--- src/design/saol_pkg.sv ---
package saol_pkg;

  localparam int unsigned SampleW     = 12;
  localparam int unsigned ChanOutW    = 3;
  localparam int unsigned ShiftW      = 3;
  localparam int unsigned ShiftChans  = 7;
  localparam int unsigned CfgW        = ShiftW * ShiftChans;
  localparam int unsigned CalSumW     = 16;

  localparam logic [CfgW-1:0] ShiftsReset = 21'd1009371;

  localparam int unsigned DefChannels   = 7;
  localparam int unsigned DefCalSamples = 16;

  typedef logic [SampleW-1:0]  sample_t;
  typedef logic [ChanOutW-1:0] chan_out_t;
  typedef logic [ShiftW-1:0]   shift_t;
  typedef logic [CfgW-1:0]     shifts_t;

endpackage

--- src/design/saol_in_if.sv ---
interface saol_in_if
  import saol_pkg::*;
  ();
  logic    valid;
  logic    ready;
  sample_t raw_sample;

  modport source (output valid, output raw_sample, input ready);
  modport sink   (input valid, input raw_sample, output ready);
endinterface

--- src/design/saol_out_if.sv ---
interface saol_out_if
  import saol_pkg::*;
  ();
  logic      valid;
  logic      ready;
  chan_out_t channel;
  sample_t   filtered_value;
  sample_t   corrected_sample;
  logic      calibrating;
  chan_out_t next_channel;

  modport source (
    output valid, output channel, output filtered_value, output corrected_sample,
    output calibrating, output next_channel, input ready
  );
  modport sink (
    input valid, input channel, input filtered_value, input corrected_sample,
    input calibrating, input next_channel, output ready
  );
endinterface

--- src/design/saol_ema_step.sv ---
module saol_ema_step
  import saol_pkg::*;
(
  input  sample_t old_i,
  input  sample_t sample_i,
  input  shift_t  shift_i,
  output sample_t upd_o,
  output logic    changed_o
);

  logic    up;
  sample_t diff;
  sample_t step_raw;
  sample_t step;

  always_comb begin
    up        = sample_i > old_i;
    changed_o = sample_i != old_i;
    diff      = up ? (sample_i - old_i) : (old_i - sample_i);
    step_raw  = diff >> shift_i;
    // The value always moves by at least one count when it differs.
    step      = (step_raw == '0) ? sample_t'(1) : step_raw;
    if (!changed_o) begin
      upd_o = old_i;
    end else if (up) begin
      upd_o = old_i + step;
    end else begin
      upd_o = old_i - step;
    end
  end

endmodule

--- src/design/scanned_adc_offset_lowpass.sv ---
// A word accepted from adc_i passes through the input register into the result
// register on res_o. Throughput: one word per cycle while res_o is ready; the
// channel filter update is done in the single step between the two registers.
// Reset: the filters, the channel counter, the offset and the calibration
// sum clear, the shift register loads its default, and the next words after
// reset are taken as ground-reference samples for the offset.
module scanned_adc_offset_lowpass
  import saol_pkg::*;
#(
  parameter int unsigned CHANNELS    = DefChannels,
  parameter int unsigned CAL_SAMPLES = DefCalSamples
) (
  input  logic              clk_i,
  input  logic              rst_ni,
  input  logic              cfg_we_i,
  input  shifts_t           cfg_wdata_i,
  saol_in_if.sink           adc_i,
  saol_out_if.source        res_o
);

  localparam int unsigned ChW     = (CHANNELS > 1) ? $clog2(CHANNELS) : 1;
  localparam int unsigned CalRemW = $clog2(CAL_SAMPLES + 1);
  localparam int unsigned CalShift = 20;
  localparam int unsigned ProdW   = CalSumW + CalShift + 1;
  localparam logic [CalShift:0] CalRecip =
    (CalShift + 1)'(((2 ** CalShift) + CAL_SAMPLES - 1) / CAL_SAMPLES);

  logic                 in_vld_q;
  sample_t              raw_q;
  logic                 out_vld_q;
  logic                 advance;

  shifts_t              shifts_q;
  sample_t              filt_q [CHANNELS];
  logic [ChW-1:0]       cur_ch_q;
  logic [ChW-1:0]       nxt_ch;
  logic [CalRemW-1:0]   cal_rem_q;
  logic [CalSumW-1:0]   cal_sum_q;
  logic [CalSumW-1:0]   cal_sum_d;
  sample_t              offset_q;
  sample_t              offset_d;
  logic [ProdW-1:0]     cal_prod;
  logic                 cal_active;

  sample_t              corrected;
  sample_t              old_val;
  sample_t              upd_val;
  logic                 changed;
  shift_t               shift_amt;
  logic [ChW+2:0]       cur_ext;
  logic [ChW+2:0]       nxt_ext;

  assign advance     = in_vld_q && (!out_vld_q || res_o.ready);
  assign adc_i.ready = !in_vld_q || advance;
  assign cal_active  = cal_rem_q != '0;

  // Offset is the truncated mean, taken by a reciprocal multiply that is exact
  // over the whole range of the sum.
  always_comb begin
    cal_sum_d = cal_sum_q + CalSumW'(raw_q);
    cal_prod  = ProdW'(cal_sum_d) * ProdW'(CalRecip);
    offset_d  = cal_prod[CalShift +: SampleW];
  end

  always_comb begin
    corrected = (raw_q >= offset_q) ? (raw_q - offset_q) : '0;
    old_val   = filt_q[cur_ch_q];
    nxt_ch    = (cur_ch_q == ChW'(CHANNELS - 1)) ? '0 : (cur_ch_q + ChW'(1));
    cur_ext   = {3'b000, cur_ch_q};
    nxt_ext   = {3'b000, nxt_ch};
    shift_amt = '0;
    for (int i = 0; i < ShiftChans; i++) begin
      if (cur_ext == (ChW + 3)'(i)) begin
        shift_amt = shifts_q[ShiftW*i +: ShiftW];
      end
    end
  end

  saol_ema_step u_ema_step (
    .old_i     (old_val),
    .sample_i  (corrected),
    .shift_i   (shift_amt),
    .upd_o     (upd_val),
    .changed_o (changed)
  );

  always_ff @(posedge clk_i or negedge rst_ni) begin
    if (!rst_ni) begin
      in_vld_q  <= 1'b0;
      out_vld_q <= 1'b0;
      shifts_q  <= ShiftsReset;
      cur_ch_q  <= '0;
      cal_rem_q <= CalRemW'(CAL_SAMPLES);
      cal_sum_q <= '0;
      offset_q  <= '0;
      for (int i = 0; i < CHANNELS; i++) begin
        filt_q[i] <= '0;
      end
    end else begin
      if (cfg_we_i) begin
        shifts_q <= cfg_wdata_i;
      end
      if (adc_i.ready) begin
        in_vld_q <= adc_i.valid;
      end
      if (advance) begin
        out_vld_q <= 1'b1;
      end else if (res_o.ready) begin
        out_vld_q <= 1'b0;
      end
      if (advance) begin
        if (cal_active) begin
          cal_rem_q <= cal_rem_q - CalRemW'(1);
          if (cal_rem_q == CalRemW'(1)) begin
            offset_q  <= offset_d;
            cal_sum_q <= '0;
          end else begin
            cal_sum_q <= cal_sum_d;
          end
        end else begin
          cur_ch_q <= nxt_ch;
          for (int i = 0; i < CHANNELS; i++) begin
            if (changed && (cur_ch_q == ChW'(i))) begin
              filt_q[i] <= upd_val;
            end
          end
        end
      end
    end
  end

  always_ff @(posedge clk_i) begin
    if (adc_i.valid && adc_i.ready) begin
      raw_q <= adc_i.raw_sample;
    end
    if (advance) begin
      if (cal_active) begin
        res_o.channel          <= '0;
        res_o.filtered_value   <= '0;
        res_o.corrected_sample <= '0;
        res_o.calibrating      <= 1'b1;
        res_o.next_channel     <= '0;
      end else begin
        res_o.channel          <= cur_ext[ChanOutW-1:0];
        res_o.filtered_value   <= upd_val;
        res_o.corrected_sample <= corrected;
        res_o.calibrating      <= 1'b0;
        res_o.next_channel     <= nxt_ext[ChanOutW-1:0];
      end
    end
  end

  assign res_o.valid = out_vld_q;

  a_chan_range: assert property (@(posedge clk_i) disable iff (!rst_ni)
    {1'b0, cur_ch_q} < (ChW + 1)'(CHANNELS))
    else $error("channel counter out of range");

  a_cal_count: assert property (@(posedge clk_i) disable iff (!rst_ni)
    {1'b0, cal_rem_q} <= (CalRemW + 1)'(CAL_SAMPLES))
    else $error("calibration count out of range");

  a_filter_after_cal: assert property (@(posedge clk_i) disable iff (!rst_ni)
    res_o.valid && !res_o.calibrating |-> cal_rem_q == '0)
    else $error("filtered word delivered during calibration");

  a_cal_zero: assert property (@(posedge clk_i) disable iff (!rst_ni)
    res_o.valid && res_o.calibrating |->
      res_o.channel == '0 && res_o.filtered_value == '0 &&
      res_o.corrected_sample == '0 && res_o.next_channel == '0)
    else $error("calibration word carries nonzero fields");

  a_in_hold: assert property (@(posedge clk_i) disable iff (!rst_ni)
    in_vld_q && !advance |=> in_vld_q && $stable(raw_q))
    else $error("pending input word lost");

endmodule

--- src/flat_wrapper.sv ---
// flat-port wrapper written by rule: the top's interface ports become plain ports
module scanned_adc_offset_lowpass_flat import saol_pkg::*;
#(
  parameter int unsigned CHANNELS    = DefChannels,
  parameter int unsigned CAL_SAMPLES = DefCalSamples
)
  (clk_i, rst_ni, cfg_we_i, cfg_wdata_i, adc_i_valid, adc_i_raw_sample, adc_i_ready, res_o_valid, res_o_channel, res_o_filtered_value, res_o_corrected_sample, res_o_calibrating, res_o_next_channel, res_o_ready);
  saol_in_if adc_i_i ();
  saol_out_if res_o_i ();
  input  logic clk_i;
  input  logic rst_ni;
  input  logic cfg_we_i;
  input  shifts_t cfg_wdata_i;
  input wire logic [$bits(adc_i_i.valid)-1:0] adc_i_valid;
  input wire logic [$bits(adc_i_i.raw_sample)-1:0] adc_i_raw_sample;
  output wire logic [$bits(adc_i_i.ready)-1:0] adc_i_ready;
  output wire logic [$bits(res_o_i.valid)-1:0] res_o_valid;
  output wire logic [$bits(res_o_i.channel)-1:0] res_o_channel;
  output wire logic [$bits(res_o_i.filtered_value)-1:0] res_o_filtered_value;
  output wire logic [$bits(res_o_i.corrected_sample)-1:0] res_o_corrected_sample;
  output wire logic [$bits(res_o_i.calibrating)-1:0] res_o_calibrating;
  output wire logic [$bits(res_o_i.next_channel)-1:0] res_o_next_channel;
  input wire logic [$bits(res_o_i.ready)-1:0] res_o_ready;
  assign adc_i_i.valid = adc_i_valid;
  assign adc_i_i.raw_sample = adc_i_raw_sample;
  assign adc_i_ready = adc_i_i.ready;
  assign res_o_valid = res_o_i.valid;
  assign res_o_channel = res_o_i.channel;
  assign res_o_filtered_value = res_o_i.filtered_value;
  assign res_o_corrected_sample = res_o_i.corrected_sample;
  assign res_o_calibrating = res_o_i.calibrating;
  assign res_o_next_channel = res_o_i.next_channel;
  assign res_o_i.ready = res_o_ready;
  scanned_adc_offset_lowpass #(.CHANNELS(CHANNELS), .CAL_SAMPLES(CAL_SAMPLES)) u_core (.clk_i(clk_i), .rst_ni(rst_ni), .cfg_we_i(cfg_we_i), .cfg_wdata_i(cfg_wdata_i), .adc_i(adc_i_i), .res_o(res_o_i));
endmodule
--- config.mk ---
export PLATFORM = sky130hd
export DESIGN_NAME = scanned_adc_offset_lowpass_flat
export DESIGN_NICKNAME = d
export VERILOG_FILES = /design/src/design/saol_pkg.sv /design/src/design/saol_in_if.sv /design/src/design/saol_out_if.sv /design/src/design/saol_ema_step.sv /design/src/design/scanned_adc_offset_lowpass.sv /design/src/flat_wrapper.sv
export SDC_FILE = /design/constraint.sdc
export NUM_CORES = 1
export LEC_CHECK = 0
export BUFFER_PORTS_ARGS = -buffer_cell sky130_fd_sc_hd__clkbuf_2
export CORE_MARGIN = 1
export CORE_UTILIZATION = 35
export DETAILED_ROUTE_END_ITERATION = 10
export GPL_TIMING_DRIVEN = 0
export PLACE_DENSITY = 0.49
export SLEW_MARGIN = 10
export SYNTH_ARGS = -nofsm -noshare
export SYNTH_HDL_FRONTEND = slang
export SYNTH_SLANG_ARGS = --single-unit
--- constraint.sdc ---
create_clock -name clk_i -period 15.1 [get_ports clk_i]
set_clock_uncertainty 0.1 [all_clocks]
set_input_delay 3.02 -clock clk_i [delete_from_list [all_inputs] [get_ports clk_i]]
set_output_delay 3.02 -clock clk_i [all_outputs]
set_load 0.01 [all_outputs]
==> results.sh <==
export IMPL_grt_overflow_total=0
export IMPL_core_area_sq_mm=0.0328
export IMPL_crit_path_frequent_cell="a21oi_1"
export IMPL_setup_slack_ns=4.14
export IMPL_seq_area_frac_synth=0.416
export IMPL_cts_setup_buffers=0
export IMPL_ff2ff_path_depth=36
export IMPL_cap_violations=0
export IMPL_hold_start="u_core.cal_sum_q[0]"
export IMPL_yosysUniqueCellTypes=92
export IMPL_synth_area_leaders="dfrtp_1 (27%), edfxtp_1 (11%), ha_1 (6.6%)"
export IMPL_syn_to_final_growth_pct=12.9
export IMPL_grt_max_degree=97
export IMPL_die_h_microns=185
export IMPL_critPathTopFamily="compound AO/OA/AOI/OAI gates"
export IMPL_tightest_slew_ns=1.28
export IMPL_critPathArrivalTime_ns=11.23
export IMPL_grt_pass1_wl_microns=53700
export IMPL_cts_buffers=17
export IMPL_drc=0
export IMPL_num_rows=66
export IMPL_place_ws_ns=4.23
export IMPL_cp_required_ns=15.37
export IMPL_synth_edff_count=43
export IMPL_die_x_microns=185
export IMPL_dieArea_sq_mm=0.0343
export IMPL_routed_wl_microns=34000
export IMPL_period_needed_ns=10.96
export IMPL_synth_seq_cells=186
export IMPL_ys_flop_type="dfrtp_1"
export IMPL_post_cts_resized=0
export IMPL_cts_tree="done"
export IMPL_netlist_area_sq_mm=0.0117
export IMPL_drtAntennaViolNets=0
export IMPL_worstPathMaxFanout=10
export IMPL_avgSynthCellArea_sq_um=9.37
export IMPL_yosysWarnings=0
export IMPL_place_inst=1768
export IMPL_startpoint_type="flop"
export IMPL_cpPeakStageDelay_ns=1.07
export IMPL_reg2reg_slack_ns=4.14
export IMPL_hold_path_depth=2
export IMPL_regToRegEndpoint="u_core.filt_q[83]"
export IMPL_post_synth_top_area_cell="dfrtp_1"
export IMPL_synth_common_cells="nand2_1 (176), dfrtp_1 (128), o21ai_0 (120)"
export IMPL_finalHoldViolCount=0
export IMPL_yosysTopAreaCellShare=0.273
export IMPL_grt_antenna_before_repair=0
export IMPL_antennaDiodeCount=0
export IMPL_clkTransAtPathRegs_ns=0.07
export IMPL_finalMaxSlewViolations=0
export IMPL_fill_cells=3313
export IMPL_dr_pass1_iters=5
export IMPL_status="finished, final reports clean"
export IMPL_setup_violations=0
export IMPL_instances_no_fill=1800
export IMPL_htree_levels=4
export IMPL_postSynth_asyncResetShare=0.769
export IMPL_crit_buf_inv=5
export IMPL_nets=1450
export IMPL_post_route_period_util=0.726
export IMPL_drt_iter0_drc=564
export IMPL_synth_most_common_cell="nand2_1"
export IMPL_fmax_mhz=91.2
export IMPL_holdWs_ns=0.376
export IMPL_dpl_hpwl_microns=26000
export IMPL_clock_path_buffers=2
export IMPL_port_buffers=70
export IMPL_worstHoldEndpoint="u_core.cal_sum_q[0]"
export IMPL_place_congestion=0.901
export IMPL_min_delay_path_class="flop to flop"
export IMPL_r2r_start="u_core.cur_ch_q[1]"
export IMPL_relSlewSlack=0.139
export IMPL_initial_core_util=0.358
export IMPL_critical_path_class="flop to flop"
export IMPL_root_buffer="clkbuf_16"
export IMPL_grt_pass1_vias=9451
export IMPL_io_pins=71
export IMPL_grt_setup_unrepaired="false"
export IMPL_syn_nets=1359
export IMPL_routed_via_count=9477
export IMPL_tns_ns=0
export IMPL_wl_per_cell_microns=18.9
export IMPL_clock_latency_ns=0.46
export IMPL_syn_inst=1254
export IMPL_slowest_stage="nor3_1"
export IMPL_critPathCaptureType="flop"
export IMPL_cts_sinks=186
export IMPL_track_usage=0.208
export IMPL_postCtsHoldBufs=0
export IMPL_drive_gt1_frac=0.161
export IMPL_viasPerCell=5.27
[cells by family after synthesis]
group                      synth area share
and+or+nand+nor                       0.158
DFF                                   0.416
muxes                                0.0782
xor gates and xnor gates             0.0333
buffers and inverters                0.0499
AOI/OAI and AO/OA                     0.189
adders and majority gates            0.0745
[layer usage]
layer	up-vias	wire (microns)	global-route usage
li1	4649	-	-
met5	-	0	0
met2	206	15200	0.327
met1	4595	16800	0.295
met4	0	590	0.0595
met3	27	1400	0.0313
[sequential cells by signal, summed over array words and instances, names as in the netlist]
register                       count
u_core.res_o.valid                 1
u_core.filt_q                     84
u_core.res_o.calibrating           1
u_core.res_o.filtered_value       12
u_core.res_o.corrected_sample     12
u_core.cur_ch_q                    3
u_core.res_o.next_channel          3
u_core.res_o.channel               3
u_core.cal_sum_q                  16
u_core.raw_q                      12
u_core.cal_rem_q                   5
u_core.offset_q                   12
u_core.shifts_q                   21
u_core.in_vld_q                    1
[area by class of cell]
cell class              count  area [sq um]  share of cell area
plain buffers              62           279              0.0210
clock buffers              20           447              0.0337
clock inverters            12           100             0.00754
inverters                  82           308              0.0232
multi-input cells         924          6290               0.474
flip-flops and latches    186          4890               0.368
well taps                 442           553              0.0417
repair buffers             72           407              0.0306
[worst min-delay path, delay by kind of cell (launching register included)]
kind          cells  cell delay (ns)
simple gates      2             0.10
flops             1             0.35
[metrics by stage]
| stage | area, sq um | util |
|---|---|---|
| after global placement | 12700 | 0.386 |
| after global routing | 13300 | 0.405 |
| after detailed placement | 12700 | 0.388 |
| final | 13300 | 0.405 |
| after CTS | 13300 | 0.405 |
| after floorplan | 11700 | - |
[worst max-delay path by stage]
stage | cells past startpoint | start | endpoint
2_1_floorplan | 42 | u_core.offset_q[0] | u_core.res_o.filtered_value[11]
5_1_grt | 43 | u_core.raw_q[0] | u_core.filt_q[83]
3_5_place_dp | 36 | u_core.cur_ch_q[1] | u_core.filt_q[83]
6_report | 36 | u_core.cur_ch_q[1] | u_core.filt_q[83]
3_3_place_gp | 36 | u_core.cur_ch_q[1] | u_core.filt_q[59]
4_1_cts | 35 | u_core.cur_ch_q[1] | u_core.filt_q[83]
[cells in the final DEF (no fill, tap or decap), types with 13 or more instances in the layout]
cell type / n
ha_1: 62
nor3_1: 18
clkbuf_1: 39
mux2i_1: 22
inv_1: 80
edfxtp_1: 43
xnor2_1: 29
buf_2: 16
nand2b_1: 13
xor2_1: 13
dfrtp_1: 128
dfstp_2: 15
nor2_1: 93
clkbuf_2: 69
a21oi_1: 78
nand2_1: 176
mux2_2: 38
o21ai_0: 119
a211oi_1: 16
clkbuf_16: 17
nand3_1: 23
a21o_1: 15
Power is not shown: default switching activity piles up to over one toggle a cycle in this logic, so the estimate is an artifact.
